`config.mk`:
```
export PLATFORM = sky130hd
export DESIGN_NAME = rgb_led_pwm_bit_encoder_top
export DESIGN_NICKNAME = d
export VERILOG_FILES = /design/src/rtl/rlpbe_pkg.sv /design/src/rtl/rlpbe_ram.sv /design/src/rtl/rlpbe_scale.sv /design/src/rtl/rgb_led_pwm_bit_encoder_top.sv
export SDC_FILE = /design/constraint.sdc
export NUM_CORES = 1
export LEC_CHECK = 0
export BUFFER_PORTS_ARGS = -buffer_cell sky130_fd_sc_hd__buf_2
export CAP_MARGIN = 40
export CORE_UTILIZATION = 35
export CTS_CLUSTER_SIZE = 20
export DETAILED_ROUTE_END_ITERATION = 12
export PLACE_DENSITY = 0.58
export REMOVE_ABC_BUFFERS = 1
export SETUP_SLACK_MARGIN = 0.15
export SYNTH_ARGS = -nofsm -noshare
export SYNTH_HDL_FRONTEND = slang
export SYNTH_SLANG_ARGS = --single-unit
export TNS_END_PERCENT = 50
```
`constraint.sdc`:
```
create_clock -name clk -period 7.2 [get_ports clk]
set_clock_uncertainty 0.05 [all_clocks]
set_input_delay 0.72 -clock clk [delete_from_list [all_inputs] [get_ports clk]]
set_output_delay 0.72 -clock clk [all_outputs]
set_load 0.005 [all_outputs]
```
`src/rtl/rlpbe_pkg.sv`:
```
// shared types, codes and the brightness factor table of the bit encoder
package rlpbe_pkg;

  typedef logic [7:0]  chan_t;
  typedef logic [16:0] factor_t;
  typedef logic [6:0]  duty_t;
  typedef logic [5:0]  step_t;

  localparam duty_t DUTY_ONE  = 7'd67;
  localparam duty_t DUTY_ZERO = 7'd33;
  localparam duty_t DUTY_GAP  = 7'd0;
  localparam step_t MAX_STEP  = 6'd45;

  localparam logic [1:0] FUNC_WRITE = 2'd0;
  localparam logic [1:0] FUNC_SEND  = 2'd1;
  localparam logic [1:0] FUNC_GAP   = 2'd2;

  localparam logic [0:0] REG_BRIGHT = 1'b0;

  localparam int BITS_PER_LED = 24;

  // round(tan(step deg) * 65536), unsigned q1.16
  function automatic factor_t tan_q16(input step_t step);
    factor_t f;
    begin
      case (step)
        6'd0:    f = 17'd0;
        6'd1:    f = 17'd1144;
        6'd2:    f = 17'd2289;
        6'd3:    f = 17'd3435;
        6'd4:    f = 17'd4583;
        6'd5:    f = 17'd5734;
        6'd6:    f = 17'd6888;
        6'd7:    f = 17'd8047;
        6'd8:    f = 17'd9210;
        6'd9:    f = 17'd10380;
        6'd10:   f = 17'd11556;
        6'd11:   f = 17'd12739;
        6'd12:   f = 17'd13930;
        6'd13:   f = 17'd15130;
        6'd14:   f = 17'd16340;
        6'd15:   f = 17'd17560;
        6'd16:   f = 17'd18792;
        6'd17:   f = 17'd20036;
        6'd18:   f = 17'd21294;
        6'd19:   f = 17'd22566;
        6'd20:   f = 17'd23853;
        6'd21:   f = 17'd25157;
        6'd22:   f = 17'd26478;
        6'd23:   f = 17'd27818;
        6'd24:   f = 17'd29179;
        6'd25:   f = 17'd30560;
        6'd26:   f = 17'd31964;
        6'd27:   f = 17'd33392;
        6'd28:   f = 17'd34846;
        6'd29:   f = 17'd36327;
        6'd30:   f = 17'd37837;
        6'd31:   f = 17'd39378;
        6'd32:   f = 17'd40951;
        6'd33:   f = 17'd42560;
        6'd34:   f = 17'd44205;
        6'd35:   f = 17'd45889;
        6'd36:   f = 17'd47615;
        6'd37:   f = 17'd49385;
        6'd38:   f = 17'd51202;
        6'd39:   f = 17'd53070;
        6'd40:   f = 17'd54991;
        6'd41:   f = 17'd56970;
        6'd42:   f = 17'd59009;
        6'd43:   f = 17'd61113;
        6'd44:   f = 17'd63287;
        default: f = 17'd65536;
      endcase
      return f;
    end
  endfunction

endpackage

```
`src/rtl/rlpbe_ram.sv`:
```
// generic single write port ram with registered read
module rlpbe_ram #(
  parameter int WIDTH = 24,
  parameter int DEPTH = 12
) (
  input  logic                                    clk,
  input  logic                                    we,
  input  logic [(DEPTH > 1 ? $clog2(DEPTH) : 1)-1:0] waddr,
  input  logic [WIDTH-1:0]                        wdata,
  input  logic                                    re,
  input  logic [(DEPTH > 1 ? $clog2(DEPTH) : 1)-1:0] raddr,
  output logic [WIDTH-1:0]                        rdata
);

  logic [WIDTH-1:0] mem_r [DEPTH];
  logic [WIDTH-1:0] rdata_r;

  always_ff @(posedge clk) begin
    if (we) begin
      mem_r[waddr] <= wdata;
    end
    if (re) begin
      rdata_r <= mem_r[raddr];
    end
  end

  assign rdata = rdata_r;

endmodule

```
`src/rtl/rlpbe_scale.sv`:
```
// shared channel scaler: 8 x 17 multiply, keep bits above the q16 point, registered
module rlpbe_scale
  import rlpbe_pkg::*;
(
  input  logic    clk,
  input  chan_t   chan,
  input  factor_t factor,
  output chan_t   scaled
);

  logic [24:0] prod;
  chan_t       scaled_r;

  assign prod = {17'd0, chan} * {8'd0, factor};

  // factor never exceeds 1.0, so the result fits in eight bits
  always_ff @(posedge clk) begin
    scaled_r <= prod[23:16];
  end

  assign scaled = scaled_r;

endmodule

```
`src/rtl/rgb_led_pwm_bit_encoder_top.sv`:
```
// top level: colour table, scaling sequencer and duty code stream of the led bit encoder
// a colour write gives no word and does not block the input; in_tready stays high
// a send gives its first duty word after the table read and three passes through the
// one shared multiplier, then 24 words at one per cycle when not stalled
// a reset gap gives RESET_SLOTS zero words starting the cycle after acceptance
// a send blocks the input to its last word; rst_n clears the valid bits, brightness to 45
module rgb_led_pwm_bit_encoder_top
  import rlpbe_pkg::*;
#(
  parameter int LED_COUNT   = 12,
  parameter int RESET_SLOTS = 50
) (
  input  logic        clk,
  input  logic        rst_n,
  // input stream: func[1:0], led_index[5:2], red[13:6], green[21:14], blue[29:22], zero pad
  input  logic        in_tvalid,
  output logic        in_tready,
  input  logic [31:0] in_tdata,
  // result stream: duty[6:0], zero pad
  output logic        out_tvalid,
  input  logic        out_tready,
  output logic [7:0]  out_tdata,
  output logic        out_tlast,
  // configuration port
  input  logic        cfg_psel,
  input  logic        cfg_penable,
  input  logic        cfg_pwrite,
  input  logic [2:0]  cfg_paddr,
  input  logic [31:0] cfg_pwdata,
  output logic [31:0] cfg_prdata,
  output logic        cfg_pready
);

  // only sixteen entries can be addressed by a 4 bit index
  localparam int TBL_DEPTH = (LED_COUNT < 16) ? LED_COUNT : 16;
  localparam int AW        = (TBL_DEPTH > 1) ? $clog2(TBL_DEPTH) : 1;
  localparam int CNT_MAX   = (RESET_SLOTS > BITS_PER_LED) ? RESET_SLOTS : BITS_PER_LED;
  localparam int CNT_W     = $clog2(CNT_MAX);

  localparam logic [2:0] ST_IDLE = 3'd0;
  localparam logic [2:0] ST_READ = 3'd1;
  localparam logic [2:0] ST_MUL  = 3'd2;
  localparam logic [2:0] ST_SEND = 3'd3;
  localparam logic [2:0] ST_GAP  = 3'd4;

  // input word fields
  logic [1:0] in_func;
  logic [3:0] in_idx;
  chan_t      in_red, in_green, in_blue;

  assign in_func  = in_tdata[1:0];
  assign in_idx   = in_tdata[5:2];
  assign in_red   = in_tdata[13:6];
  assign in_green = in_tdata[21:14];
  assign in_blue  = in_tdata[29:22];

  logic [2:0]           state_r, state_nxt;
  logic [CNT_W-1:0]     cnt_r, cnt_nxt;
  logic [23:0]          colour_r, colour_nxt;
  logic [23:0]          word_r, word_nxt;
  logic                 hit_r, hit_nxt;
  logic [TBL_DEPTH-1:0] vld_r, vld_nxt;
  step_t                bright_r, bright_nxt;

  logic       in_acc, out_acc, cfg_wr, idx_ok;
  logic [AW-1:0] addr;
  logic       ram_we, ram_re;
  logic [23:0] ram_rdata;
  chan_t      mul_in, mul_out;
  logic       last_beat;

  assign in_tready = (state_r == ST_IDLE);
  assign in_acc    = in_tvalid && in_tready;
  assign out_acc   = out_tvalid && out_tready;
  assign idx_ok    = ({1'b0, in_idx} < 5'(TBL_DEPTH));
  assign addr      = in_idx[AW-1:0];

  assign ram_we = in_acc && (in_func == FUNC_WRITE) && idx_ok;
  assign ram_re = in_acc && (in_func == FUNC_SEND);

  rlpbe_ram #(
    .WIDTH (24),
    .DEPTH (TBL_DEPTH)
  ) u_tbl (
    .clk   (clk),
    .we    (ram_we),
    .waddr (addr),
    .wdata ({in_red, in_green, in_blue}),
    .re    (ram_re),
    .raddr (addr),
    .rdata (ram_rdata)
  );

  // channel order through the multiplier: green, red, blue
  always_comb begin
    case (cnt_r[1:0])
      2'd0:    mul_in = colour_r[15:8];
      2'd1:    mul_in = colour_r[23:16];
      default: mul_in = colour_r[7:0];
    endcase
  end

  rlpbe_scale u_scale (
    .clk    (clk),
    .chan   (mul_in),
    .factor (tan_q16(bright_r)),
    .scaled (mul_out)
  );

  // configuration: brightness saturates at the top step
  assign cfg_pready = 1'b1;
  assign cfg_wr     = cfg_psel && cfg_penable && cfg_pwrite && cfg_pready
                      && (cfg_paddr == {REG_BRIGHT, 2'b00});
  assign bright_nxt = cfg_wr ? ((cfg_pwdata[5:0] > MAX_STEP) ? MAX_STEP : cfg_pwdata[5:0])
                             : bright_r;
  assign cfg_prdata = (cfg_paddr == {REG_BRIGHT, 2'b00}) ? {26'd0, bright_r} : 32'd0;

  assign last_beat = (state_r == ST_SEND) ? (cnt_r == CNT_W'(BITS_PER_LED - 1))
                                          : (cnt_r == CNT_W'(RESET_SLOTS - 1));

  always_comb begin
    state_nxt  = state_r;
    cnt_nxt    = cnt_r;
    colour_nxt = colour_r;
    word_nxt   = word_r;
    hit_nxt    = hit_r;
    vld_nxt    = vld_r;
    case (state_r)
      ST_IDLE: begin
        if (in_acc) begin
          case (in_func)
            FUNC_WRITE: begin
              if (idx_ok) begin
                vld_nxt[addr] = 1'b1;
              end
            end
            FUNC_SEND: begin
              // unwritten or out of range entries send black
              hit_nxt   = idx_ok && vld_r[addr];
              state_nxt = ST_READ;
            end
            FUNC_GAP: begin
              cnt_nxt   = '0;
              state_nxt = ST_GAP;
            end
            default: ;
          endcase
        end
      end
      ST_READ: begin
        colour_nxt = hit_r ? ram_rdata : 24'd0;
        cnt_nxt    = '0;
        state_nxt  = ST_MUL;
      end
      ST_MUL: begin
        // product of the previous channel lands in the cycle after issue
        if (cnt_r != '0) begin
          word_nxt = {word_r[15:0], mul_out};
        end
        if (cnt_r == CNT_W'(3)) begin
          cnt_nxt   = '0;
          state_nxt = ST_SEND;
        end else begin
          cnt_nxt = cnt_r + CNT_W'(1);
        end
      end
      ST_SEND: begin
        if (out_acc) begin
          word_nxt = {word_r[22:0], 1'b0};
          cnt_nxt  = cnt_r + CNT_W'(1);
          if (last_beat) begin
            state_nxt = ST_IDLE;
          end
        end
      end
      ST_GAP: begin
        if (out_acc) begin
          cnt_nxt = cnt_r + CNT_W'(1);
          if (last_beat) begin
            state_nxt = ST_IDLE;
          end
        end
      end
      default: state_nxt = ST_IDLE;
    endcase
  end

  always_ff @(posedge clk) begin
    if (!rst_n) begin
      state_r  <= ST_IDLE;
      cnt_r    <= '0;
      vld_r    <= '0;
      bright_r <= MAX_STEP;
      hit_r    <= 1'b0;
    end else begin
      state_r  <= state_nxt;
      cnt_r    <= cnt_nxt;
      vld_r    <= vld_nxt;
      bright_r <= bright_nxt;
      hit_r    <= hit_nxt;
    end
  end

  always_ff @(posedge clk) begin
    colour_r <= colour_nxt;
    word_r   <= word_nxt;
  end

  // output word straight from the state and the shift register
  assign out_tvalid = (state_r == ST_SEND) || (state_r == ST_GAP);
  assign out_tdata  = (state_r == ST_SEND) ? {1'b0, (word_r[23] ? DUTY_ONE : DUTY_ZERO)}
                                           : {1'b0, DUTY_GAP};
  assign out_tlast  = out_tvalid && last_beat;

endmodule

```
==> Word level (Yosys, flattened, before mapping) <==
Memories as Yosys holds them, arrays and structs flattened. A register that Yosys moved wholly into a read port is not among the register bits.
Index checks and enable logic that the tools add are counted.
{ "totals": {"regBits": 84, "ramBits": 288, "mem_bits_ro": 1088, "elab_cells": 88, "mem_count": 2} }
{ "mem_list": {"columns": ["name", "words", "word_bits", "rd", "rd_clocked_by_memory_dff", "write_ports", "line_no", "rtl"], "rows": [
  ["(name not given)", 64, 17, 1, 1, 0, "rlpbe_pkg.sv:26", "case (step)"],
  ["u_tbl.mem_r", 12, 24, 1, 1, 1, "rlpbe_ram.sv:15", "logic [WIDTH-1:0] mem_r [DEPTH];"]
]} }
{ "op_classes": {"add_sub_neg": 1, "mul": 1, "n_lt_le_gt_ge": 4, "n_eq_ne": 18, "n_mux": 28, "bitwise_logic": 1, "n_reduce_logical": 25} }
{ "ops": {"columns": ["op", "count"], "rows": [
  ["$mux W24", 2],
  ["$mux W6", 8],
  ["$pmux W24 S2", 1],
  ["$mul A8 B17 Y24", 1],
  ["$pmux W6 S4", 1],
  ["$pmux W8 S2", 1],
  ["$mux W7", 2],
  ["$mux W3", 4],
  ["$or A12 B12 Y12", 1],
  ["$pmux W3 S4", 1],
  ["$logic_and A1 B1 Y1", 11],
  ["$ne A2 B1 Y1 const B", 4],
  ["$reduce_and A4 Y1", 2],
  ["$add A6 B1 Y6 const B", 1],
  ["$eq A3 B2 Y1 const B", 2],
  ["$eq A6 B2 Y1 const B", 1],
  ["$eq A6 B5 Y1 const B", 1],
  ["$eq A6 B6 Y1 const B", 1],
  ["$gt A6 B6 Y1 const B", 1],
  ["$logic_not A3 Y1", 2],
  ["$ne A2 B2 Y1 const B", 3],
  ["$pmux W3 S2", 1],
  ["$reduce_and A3 Y1", 2],
  ["$reduce_bool A6 Y1", 1],
  ["other kinds (17)", 23]
]} }

==> Longest topological paths before layout <==
Gate-level depths: netlist of the first run.
{ "logic_depth": {"word_depth": 6, "mapped_depth": 22} }

==> By module <==
From an unflattened synthesis of the first run, not the netlist that was laid out.
{ "unflattened": {"cells_unflattened": 1597, "area_unflattened_um2": 21440.6} }
{ "modules_own_cells": {"columns": ["mod", "instances", "cells_per_inst", "area_per_inst_um2", "seq_area_each_um2"], "rows": [
  ["rlpbe_ram", 1, 504, 11701.2, 9369.0],
  ["rgb_led_pwm_bit_encoder_top", 1, 643, 5622.9, 2342.2],
  ["rlpbe_scale", 1, 450, 4116.4, 160.2]
]} }

==> Worst setup path before layout of the first run <==
Ideal clock, no wire load.
{ "synth_path": {"path_kind": "reg-to-reg", "from": "reg cnt_r[0]", "to": "reg u_scale.scaled_r[4], in the netlist u_scale.scaled[4]", "setup_time_ns": 0.095, "arrival_time_ns": 5.201, "t_required_ns": 7.055, "path_slack_ns": 1.854, "stages_incl_launch_ff": 22, "path_cell_list": "dfxtp_1 -> inv_1 -> ha_1 -> buf_2 -> nor2_1 -> nand2_1 -> nand2_1 -> clkbuf_1 -> and2_1 -> fa_1 -> fa_1 -> fa_1 -> inv_1 -> fa_1 -> inv_1 -> ha_1 -> a21oi_1 -> o211ai_1 -> a221oi_1 -> inv_1 -> or4b_1 -> o311ai_1"} }
{ "synth_via": {"elab_chain_len": 3, "elab_cells_between_ends": 4, "cone_classes": "1 x mul; 1 x eq/ne; 1 x mux; 1 x reduce/logical"} }
{ "synth_lines": {"columns": ["element", "line_no", "rtl"], "rows": [
  ["start, declared", "rgb_led_pwm_bit_encoder_top.sv:58", "logic [CNT_W-1:0] cnt_r, cnt_nxt;"],
  ["start signal, assigned", "rgb_led_pwm_bit_encoder_top.sv:197", "cnt_r <= cnt_nxt;"],
  ["$eq A2 B1 Y1 or $logic_not A2 Y1 (tied branches)", "rgb_led_pwm_bit_encoder_top.sv:96", "case (cnt_r[1:0])"],
  ["$pmux W8 S2 *", "rgb_led_pwm_bit_encoder_top.sv:96", null],
  ["$mul A8 B17 Y24 *", "rlpbe_scale.sv:14", "assign prod = {17'd0, chan} * {8'd0, factor};"],
  ["named net u_scale.prod[20]", "rlpbe_scale.sv:11", "logic [24:0] prod;"],
  ["end signal, assigned", "rlpbe_scale.sv:18", "scaled_r <= prod[23:16];"],
  ["end, declared", "rlpbe_scale.sv:12", "chan_t scaled_r;"]
]} }
Mark *: on every way through the listed nets, which the timed path passes. The rest lies on a longest branch.
A chain may end at the register's enable or synchronous reset.

==> Worst setup path in the final report of the first run <==
{ "layout_path": {"from": "reg cnt_r[0]", "to": "reg u_scale.scaled_r[5], in the netlist u_scale.scaled[5]"} }
Same word-level chain as after synthesis.

==> key figures, run 1 <==
Min path
  – Hold Crit Class: in2reg

Pwr
  – Peak supply drop: 0.190 mV
  – Leak: 0.00908 µW
  – Pwr dens: 243 nW/µm²

Detailed routing
  – Post-route DRC: 0
  – Drt pass-1 iters: 7
  – Remaining antenna violation count: 0
  – Vias: 12.9k
  – Vias/cell: 5.19
  – Drt wl/cell: 19.1 µm
  – WL final: 47200 µm
  – Drt first-iter violations: 1071

Synth
  – YS warnings: 0
  – Seq/Total Area, Yosys: 0.550
  – Count of cell types in the netlist: 91
  – Asr flop ratio synth: 0
  – Post-Syn Area: 21600 µm²
  – #FFs+latches synth: 413
  – Post-synth EDFFs: 360
  – Main synth FF type: edfxtp_1
  – Synthesized instance count: 1609
  – Synth Area per Inst: 13.4 µm²

Setup path
  – Worst setup SP type: flop
  – Worst path cell trace: inv_1 -> ha_1 -> nor2_1 -> nand2_1 -> nand2_1 -> nand2_1 -> fa_1 -> fa_1 -> inv_1 -> fa_1 -> inv_1 -> fa_1 -> inv_1 -> ha_1 -> a21oi_1 -> o21ai_0 -> o211ai_1 -> o2bb2ai_1 -> or4b_1 -> and4_1
  – Max stage delay on crit path: 550 ps
  – Internal reg-to-reg setup slack: 1050 ps
  – Buf+Inv Stages, Crit Path: 4
  – CP max-delay cell: fa_1
  – Worst EP arrival: 6560 ps
  – Critical path class: reg2reg
  – Critical path capture point type: flop
  – Top delay family on crit path: adder cells
  – CP Max Fanout: 17
  – Critical Path RT: 7610 ps

Final layout
  – Nets: 1875
  – Most common cell after layout, fill and taps aside: edfxtp_1
  – Share of cells above drive strength 1: 0.151
  – Most frequent cells in the layout: edfxtp_1, nand2_1, and2_1
  – Fillers: 5579
  – Register area: 11900 µm²
  – Final Non-Filler Cells: 2477
  – Area of the multi-input gates: 8920 µm²
  – Area Overhead vs Synth: 11.8%

Floorplan
  – Die area: 62700 µm²
  – Die Height: 250 µm
  – Die Width: 250 µm
  – Row count: 90
  – IO Count: 118
  – Core area: 60700 µm²
  – Starting Density: 0.356

CTS
  – CTS clk-pin slew, worst paths: 60 ps
  – H-tree levels: 2
  – Clock Tree Buf Depth: 3
  – Clock Sink Count: 413
  – # hold bufs at CTS: 0
  – Clock latency at the later pin of the worst-skew pair: 580 ps
  – CTS tree: yes
  – CTS buffer count: 44
  – Clk root buf: clkbuf_16
  – # resized after CTS: 0
  – Setup Fix Bufs, Post-CTS: 0

Global routing
  – First-pass GRT wire length: 76400 µm
  – Largest net degree at the start of global routing: 50
  – GR Util All Layers: 0.155
  – Total grt overflow: 0
  – Vias in the first global route: 13.5k
  – Antenna violations before repair: 3

STA
  – Relative slew slack: 0.438
  – Final Hold Viols: 0
  – Slew @ Worst Pin: 838 ps
  – # setup viols final: 0
  – RSZ-0062 raised after global routing: no
  – Slew Viols, Final: 0
  – FMAX: 0.163 GHz
  – Tcrit/Tclk final: 0.855
  – Setup TNS: 0 ps
  – Minimum clock period: 6150 ps

Placement
  – Post-DP HPWL: 30700 µm
  – Placed Instances: 2395
  – GPL Wtd Cong: 0.875
  – PortBufs: 58

Run status
  – Outcome: complete, no violations

Run
  – Max-cap viol count: 0
## layer usage
metal	GRT usage	wire length (µm)	vias up
li1	-	-	5915
met1	0.204	20300	6575
met2	0.264	23600	295
met3	0.0258	2080	77
met4	0.0422	1110	4
met5	0	23	-
## metrics by stage
step	worst slack (ps)	total power (µW)	instance area, µm²	utilization	hold slack, ps
finish	1050	5860	24200	0.398	413
global route	596	6160	24200	0.398	407
CTS	1020	5940	24200	0.398	378
detailed placement	1050	3820	22800	0.376	403
global placement	1050	3790	22500	0.371	393
floorplan	2000	3460	21100	-	385
## state kept, by name, summed over array words and instances (netlist names)
signal          flops
u_tbl.rdata        24
u_scale.factor     17
u_scale.scaled      8
bright_r            6
cnt_r               6
u_tbl.mem_r       288
colour_r           24
word_r             24
hit_r               1
vld_r              12
state_r             3
## Yosys cell counts, types with 7 or more instances
cell type	number	area share
inv_1	104	0.018
o21a_1	13	0.0045
buf_6	7	0.0036
nand2b_1	7	0.0020
buf_4	36	0.013
mux4_2	75	0.078
nand4_1	14	0.0041
dfxtp_1	53	0.049
o211ai_1	15	0.0052
a31oi_1	12	0.0035
a22oi_1	7	0.0024
fa_1	88	0.082
mux2i_1	30	0.014
a21oi_1	40	0.0093
nor2_1	57	0.0099
o21ai_0	45	0.010
ha_1	54	0.031
edfxtp_1	360	0.50
nor3_1	17	0.0039
nand2_1	168	0.029
buf_2	18	0.0042
xnor2_1	12	0.0049
nand3b_1	8	0.0028
a211oi_1	14	0.0049
nand3_1	18	0.0042
and2_1	145	0.042
a21o_1	19	0.0066
and3_1	8	0.0023
o221ai_1	7	0.0028
clkbuf_1	40	0.0070
## worst paths after layout
check,from,to,depth (start not counted)
worst min register to register,vld_r[4]$_SDFFE_PN0P_,vld_r[4]$_SDFFE_PN0P_,1
worst min-delay path,in_tdata[14],u_tbl.mem_r[5][8]$_DFFE_PP_,1
worst max register to register,cnt_r[0]$_SDFFE_PN0P_,u_scale.scaled[5]$_DFF_P_,20
worst max-delay path,cnt_r[0]$_SDFFE_PN0P_,u_scale.scaled[5]$_DFF_P_,20
## logic make-up (layout without fill, tap and decap cells)
group	Yosys count	in the layout	share of synthesized area
adders and majority gates	142	142	0.113
muxes	106	106	0.0926
AOI/OAI and AO/OA	235	235	0.0758
other	2	32	0.000348
and+or+nand+nor	479	479	0.114
buffers and inverters	214	270	0.0470
xor gates and xnor gates	18	18	0.00730
DFF	413	413	0.550
## final cells by class
type / count / area share
well taps: 782 / 0.0405
diodes: 1 / 0.000104
inverters: 107 / 0.0166
repair buffers: 82 / 0.0266
flip-flops and latches: 413 / 0.491
clock buffers: 59 / 0.0496
clock inverters: 22 / 0.00606
multi-input cells: 1011 / 0.369
## power breakdown
group	internal, µW	switching (µW)	total (µW)
Sequential	2740	56.1	2800
Combinational	341	611	952
Clock	1180	929	2110
(Power assumes the default switching activity.)
==> inputs of run 2 (changes only) <==
Settings changed: GPL_TIMING_DRIVEN set to 0, PLACE_DENSITY 0.58 to 0.5.
==> run 2 against run 1 <==
Maximum frequency fell by 4.6%. Power increased by 2.9%. Final area up 0.90%. Die area unchanged. Worst hold slack got worse by 20 ps. Register-to-register slack lost 300 ps. Critical path depth is 1 lower. Combinational power grew 2.7%. Sequential power about the same. Sequential cell count unchanged. Count of clock-buffer cells in the layout shrank 6. First-iteration DRC count down 7.4%. Critical path type unchanged. Critical endpoint is now u_scale.scaled[4]$_DFF_P_. Largest cell class unchanged. Highest routed layer unchanged.
==> key figures, run 2 (synthesized netlist as in run 1, its figures left out) <==
Final layout
  – Most frequent cells in the layout: edfxtp_1, nand2_1, and2_1 (unchanged)
  – Largest reg by FF count: u_tbl.mem_r (unchanged)
  – Most common cell after layout, fill and taps aside: edfxtp_1 (unchanged)
  – Nets: 1881 (was 1875)
  – N_diodes: 0 (was 1)
  – Share of cells above drive strength 1: 0.157 (was 0.151)
  – Max FFs per register: 288 (unchanged)
  – Util after Layout: 0.402 (was 0.398)
  – Fillers: 5654 (was 5579)
  – Area Overhead vs Synth: 12.9% (was 11.8%)

STA
  – Final Hold Viols: 0 (unchanged)
  – Minimum clock period: 6450 ps (was 6150 ps)
  – RSZ-0062 raised after global routing: no (unchanged)
  – Setup TNS: 0 ps (unchanged)
  – FMAX: 0.155 GHz (was 0.163 GHz)
  – Slew Viols, Final: 0 (unchanged)
  – Slew @ Worst Pin: 868 ps (was 838 ps)
  – Setup WS post-layout: 750 ps (was 1050 ps)
  – Relative slew slack: 0.418 (was 0.438)
  – # setup viols final: 0 (unchanged)
  – Tcrit/Tclk final: 0.896 (was 0.855)

Placement
  – GPL Wtd Cong: 0.854 (was 0.875)
  – PortBufs: 58 (unchanged)
  – Post-DP HPWL: 32600 µm (was 30700 µm)
  – Pre-CTS setup slack: 732 ps (was 1050 ps)

Setup path
  – R2R Path End: u_scale.scaled[4]$_DFF_P_ (was u_scale.scaled[5]$_DFF_P_)
  – Critical Path RT: 7630 ps (was 7610 ps)
  – R2R cell count: 19 (was 20)
  – Critical path capture point type: flop (unchanged)
  – Internal reg-to-reg setup slack: 750 ps (was 1050 ps)
  – Worst reg2reg path startpoint: cnt_r[0]$_SDFFE_PN0P_ (unchanged)
  – Worst EP arrival: 6880 ps (was 6560 ps)
  – Max stage delay on crit path: 590 ps (was 550 ps)
  – Worst setup SP type: flop (unchanged)
  – CP max-delay cell: nor2_1 (was fa_1)
  – Critical path class: reg2reg (unchanged)
  – Worst path cell trace: inv_1 -> ha_1 -> nor2_1 -> nand2_1 -> nand2_1 -> and2_1 -> fa_1 -> fa_1 -> fa_1 -> inv_1 -> fa_1 -> inv_1 -> ha_1 -> a21oi_1 -> o211ai_1 -> a221oi_1 -> inv_1 -> or4b_1 -> o311ai_1 (was inv_1 -> ha_1 -> nor2_1 -> nand2_1 -> nand2_1 -> nand2_1 -> fa_1 -> fa_1 -> inv_1 -> fa_1 -> inv_1 -> fa_1 -> inv_1 -> ha_1 -> a21oi_1 -> o21ai_0 -> o211ai_1 -> o2bb2ai_1 -> or4b_1 -> and4_1)
  – CP Max Fanout: 17 (unchanged)

Floorplan
  – Row count: 90 (unchanged)
  – Die Height: 250 µm (unchanged)
  – Die Width: 250 µm (unchanged)
  – Die area: 62700 µm² (unchanged)
  – Core area: 60700 µm² (unchanged)
  – IO Count: 118 (unchanged)
  – Starting Density: 0.356 (unchanged)

Global routing
  – Met3 GRT Util: 0.0232 (was 0.0258)
  – First-pass GRT wire length: 77900 µm (was 76400 µm)
  – Met1 Use GR: 0.216 (was 0.204)
  – GRT Max-Usage Layer: met2 (unchanged)
  – Met2 Resource Use GR: 0.267 (was 0.264)
  – Vias in the first global route: 13.3k (was 13.5k)
  – Antenna violations before repair: 1 (was 3)
  – GR Util All Layers: 0.160 (was 0.155)
  – Total grt overflow: 0 (unchanged)
  – Largest net degree at the start of global routing: 44 (was 50)

Detailed routing
  – Drt wl/cell: 19.7 µm (was 19.1 µm)
  – Post-route DRC: 0 (unchanged)
  – Remaining antenna violation count: 0 (unchanged)
  – Drt pass-1 iters: 5 (was 7)
  – Vias: 12.8k (was 12.9k)
  – Vias/cell: 5.15 (was 5.19)
  – WL final: 48800 µm (was 47200 µm)
  – Drt first-iter violations: 992 (was 1071)

Min path
  – Min-Delay Startpoint: in_tdata[17] (was in_tdata[14])
  – Worst Hold Endpoint: u_tbl.mem_r[2][11]$_DFFE_PP_ (was u_tbl.mem_r[5][8]$_DFFE_PP_)
  – WHS Path Cells: 1 (unchanged)
  – Hold Crit Class: in2reg (unchanged)

Pwr
  – Leak: 0.00918 µW (was 0.00908 µW)
  – Pwr dens: 248 nW/µm² (was 243 nW/µm²)
  – Peak supply drop: 0.180 mV (was 0.190 mV)

CTS
  – # hold bufs at CTS: 0 (unchanged)
  – CTS buffer count: 45 (was 44)
  – Setup Fix Bufs, Post-CTS: 0 (unchanged)
  – Clock Tree Buf Depth: 3 (unchanged)
  – CTS tree: yes (unchanged)
  – CTS clk-pin slew, worst paths: 60 ps (about the same)
  – # resized after CTS: 0 (unchanged)
  – Clock Sink Count: 413 (unchanged)
  – Clock latency at the later pin of the worst-skew pair: 600 ps (was 580 ps)
  – Clk root buf: clkbuf_16 (unchanged)
  – H-tree levels: 2 (unchanged)

Run status
  – Outcome: complete, no violations (unchanged)

Run
  – Max-cap viol count: 0 (unchanged)
[run 2: cell types whose count changed in the layout (fill, tap and decap cells not counted), sizes merged]
cell / previous run / this run
buf: 82 / 87
bufinv: 0 / 3
clkbuf: 59 / 53
clkinv: 15 / 21
clkinvlp: 1 / 2
diode: 1 / 0
inv: 113 / 109
[run 2: how the worst max path moves through the flow]
| stage | from | to | slack (ps) |
|---|---|---|---|
| finish | cnt_r[0]$_SDFFE_PN0P_ | u_scale.scaled[4]$_DFF_P_ | 750 |
| global route | cnt_r[0]$_SDFFE_PN0P_ | u_scale.scaled[4]$_DFF_P_ | 340 |
| CTS | cnt_r[0]$_SDFFE_PN0P_ | u_scale.scaled[4]$_DFF_P_ | 720 |
| detailed placement | cnt_r[0]$_SDFFE_PN0P_ | u_scale.scaled[4]$_DFF_P_ | 730 |
| global placement | in_tdata[2] | u_tbl.mem_r[0][9]$_DFFE_PP_ | -150 |
| floorplan | cnt_r[0]$_SDFFE_PN0P_ | u_scale.scaled[4]$_DFF_P_ | 2000 |
[run 2: power breakdown]
part	switching (µW)	internal, µW
Combinational	633	346
Clock	966	1290
Sequential	56.3	2740
Total	1660	4380
[run 2: through the flow]
step,cell area (µm²),power [µW],hold WS (ps),cells
final,24400,6030,393,2481
after global placement,22400,3810,392,2371
after global routing,24400,6330,391,2481
after CTS,24400,6110,365,2481
after detailed placement,22900,3840,403,2400
after floorplan,21100,3460,385,1531
[run 2: area by class of cell]
class	instances	area [µm²]	share of cell area
repair buffers	87	751	0.0308
clock buffers	53	1180	0.0482
well taps	782	978	0.0401
flip-flops and latches	413	11900	0.487
clock inverters	28	280	0.0115
inverters	107	402	0.0165
multi-input cells	1011	8920	0.366
[run 2: per-layer routing]
metal | vias to the layer above | routed length [µm]
met5 | - | 10
met1 | 6507 | 21800
met4 | 2 | 1040
li1 | 5923 | -
met2 | 264 | 24000
met3 | 75 | 1970
[run 2: critical path: cells and delay by family, from the launching register on]
kind / cells / cell delay [ps]
fa+ha+maj: 6 / 2660
buf+inv: 4 / 320
compound gates: 4 / 820
flops: 1 / 440
simple gates: 5 / 2050
==> inputs of run 3 (changes only) <==
Settings changed: CORE_MARGIN set to 10.
==> run 3 against run 2 <==
Power is 1.8% lower. Register-to-register slack is essentially flat. Via count increased by 0.23%. Routed wire length grew 3.1%. Clock power decreased by 4%. Die area increased by 15%. Count of clock-buffer cells in the layout rose by 11. Largest power group unchanged.
==> key figures, run 3 (synthesized netlist as in run 1, its figures left out) <==
Placement
  – Placed cell areas: 22900 µm² (about the same)
  – GPL Wtd Cong: 0.834 (was 0.854)
  – Post-DP HPWL: 33300 µm (was 32600 µm)
  – PortBufs: 58 (unchanged)

Min path
  – Hold Crit Class: reg2reg (was in2reg)

Final layout
  – Share of cells above drive strength 1: 0.153 (was 0.157)
  – Largest reg by FF count: u_tbl.mem_r (unchanged)
  – Most common cell after layout, fill and taps aside: edfxtp_1 (unchanged)
  – Most frequent cells in the layout: edfxtp_1, nand2_1, and2_1 (unchanged)
  – Nets: 1880 (was 1881)
  – Area Overhead vs Synth: 12.5% (was 12.9%)
  – Max FFs per register: 288 (unchanged)
  – Final Cell Area: 24300 µm² (was 24400 µm²)

CTS
  – Setup Fix Bufs, Post-CTS: 0 (unchanged)
  – Clock Sink Count: 413 (unchanged)
  – Clock latency at the later pin of the worst-skew pair: 580 ps (was 600 ps)
  – H-tree levels: 2 (unchanged)
  – CTS tree: yes (unchanged)
  – Clk root buf: clkbuf_16 (unchanged)
  – # resized after CTS: 0 (unchanged)
  – CTS buffer count: 44 (was 45)
  – # hold bufs at CTS: 0 (unchanged)
  – Clock Tree Buf Depth: 3 (unchanged)
  – CTS clk-pin slew, worst paths: 60 ps (about the same)

Setup path
  – Critical Path End: u_scale.scaled[4]$_DFF_P_ (unchanged)
  – Worst path cell trace: inv_1 -> ha_1 -> nor2_1 -> nand2_1 -> nand2_1 -> and2_1 -> fa_1 -> fa_1 -> fa_1 -> inv_1 -> fa_1 -> inv_1 -> ha_1 -> a21oi_1 -> o211ai_1 -> a221oi_1 -> inv_1 -> or4b_1 -> o311ai_1 (unchanged)
  – Internal reg-to-reg setup slack: 740 ps (was 750 ps)
  – R2R cell count: 19 (unchanged)
  – Worst EP arrival: 6880 ps (about the same)
  – Worst reg2reg path startpoint: cnt_r[0]$_SDFFE_PN0P_ (unchanged)
  – CP Max Fanout: 18 (was 17)
  – Buf+Inv Stages, Crit Path: 4 (unchanged)
  – Worst setup SP type: flop (unchanged)
  – Critical path capture point type: flop (unchanged)
  – CP startpoint: cnt_r[0]$_SDFFE_PN0P_ (unchanged)
  – CP max-delay cell: nand2_1 (was nor2_1)
  – Max stage delay on crit path: 620 ps (was 590 ps)
  – Critical Path RT: 7620 ps (was 7630 ps)
  – Critical path class: reg2reg (unchanged)
  – Top delay family on crit path: adder cells (unchanged)
  – R2R Path End: u_scale.scaled[4]$_DFF_P_ (unchanged)
  – Cell count along the critical path: 19 (unchanged)

STA
  – Relative slew slack: 0.430 (was 0.418)
  – FMAX: 0.155 GHz (about the same)
  – Tcrit/Tclk final: 0.897 (was 0.896)
  – Slew Viols, Final: 0 (unchanged)
  – Setup TNS: 0 ps (unchanged)
  – # setup viols final: 0 (unchanged)
  – Slew @ Worst Pin: 849 ps (was 868 ps)
  – Final Hold Viols: 0 (unchanged)
  – Minimum clock period: 6460 ps (was 6450 ps)
  – RSZ-0062 raised after global routing: no (unchanged)

Floorplan
  – Core area: 61400 µm² (was 60700 µm²)
  – IO Count: 118 (unchanged)
  – Starting Density: 0.352 (was 0.356)
  – Die Height: 268 µm (was 250 µm)
  – Row count: 91 (was 90)
  – Die Width: 268 µm (was 250 µm)
  – Die area: 72000 µm² (was 62700 µm²)

Detailed routing
  – Post-route DRC: 0 (unchanged)
  – WL final: 50300 µm (was 48800 µm)
  – Remaining antenna violation count: 0 (unchanged)
  – Vias/cell: 5.14 (was 5.15)
  – Drt first-iter violations: 823 (was 992)
  – Drt wl/cell: 20.2 µm (was 19.7 µm)
  – Drt pass-1 iters: 5 (unchanged)
  – Vias: 12.8k (about the same)

Global routing
  – Total grt overflow: 0 (unchanged)
  – Largest net degree at the start of global routing: 44 (unchanged)
  – Antenna violations before repair: 1 (unchanged)
  – Vias in the first global route: 13.5k (was 13.3k)
  – GR Util All Layers: 0.141 (was 0.160)
  – First-pass GRT wire length: 79800 µm (was 77900 µm)

Pwr
  – Leak: 0.00914 µW (was 0.00918 µW)
  – Pwr Total: 5930 µW (was 6030 µW)
  – Peak supply drop: 0.185 mV (was 0.180 mV)
  – Pwr dens: 244 nW/µm² (was 248 nW/µm²)

Run
  – Max-cap viol count: 0 (unchanged)

Run status
  – Outcome: complete, no violations (unchanged)
-- run 3: power by group --
part	switching (µW)	internal [µW]
Sequential	57.5	2740
Combinational	631	344
Clock	939	1210
-- run 3: worst register-to-register path, stage by stage, from the launching register on --
cell and delay [ps]:
dfxtp_1 440, inv_1 100, ha_1 370, nor2_1 530, nand2_1 110, nand2_1 620, and2_1 250, fa_1 450
fa_1 500, fa_1 490, inv_1 50, fa_1 470, inv_1 40, ha_1 330, a21oi_1 220, o211ai_1 120
a221oi_1 460, inv_1 160, or4b_1 500, o311ai_1 100
-- run 3: how the worst min path moves through the flow --
stage                           start                           to  depth (start not counted)
6_report        vld_r[7]$_SDFFE_PN0P_        vld_r[7]$_SDFFE_PN0P_                          1
5_1_grt         vld_r[9]$_SDFFE_PN0P_        vld_r[9]$_SDFFE_PN0P_                          1
4_1_cts                  in_tdata[27]  u_tbl.mem_r[4][5]$_DFFE_PP_                          1
3_5_place_dp    vld_r[6]$_SDFFE_PN0P_        vld_r[6]$_SDFFE_PN0P_                          1
3_3_place_gp   vld_r[11]$_SDFFE_PN0P_       vld_r[11]$_SDFFE_PN0P_                          1
2_1_floorplan   vld_r[2]$_SDFFE_PN0P_        vld_r[2]$_SDFFE_PN0P_                          2
-- run 3: final cells by class --
type,count,area (µm²)
Fill cell,5765,37100
Sequential cell,413,11900
Multi-Input combinational cell,1011,8920
Clock buffer,64,1210
Tap cell,790,988
Timing Repair Buffer,87,769
Inverter,107,402
Clock inverter,16,149
Antenna cell,1,2.50
-- run 3: routing by layer --
metal / vias to the layer above / part of all wire / track usage / wire length, µm
met4: 2 / 0.019 / 0.0378 / 933
met5: - / 0.00024 / 0 / 12
li1: 5940 / - / - / -
met2: 274 / 0.50 / 0.243 / 25300
met1: 6520 / 0.44 / 0.183 / 22100
met3: 64 / 0.038 / 0.0212 / 1920
-- run 3: through the flow --
stage          setup WS [ps]  hold slack, ps  std cells  utilization
6_report                 743             410       2489        0.396
5_1_grt                  320             421       2488        0.396
4_1_cts                  752             388       2488        0.396
3_5_place_dp             771             403       2408        0.374
3_3_place_gp           -26.5             395       2379        0.365
2_1_floorplan           2000             385       1531            -
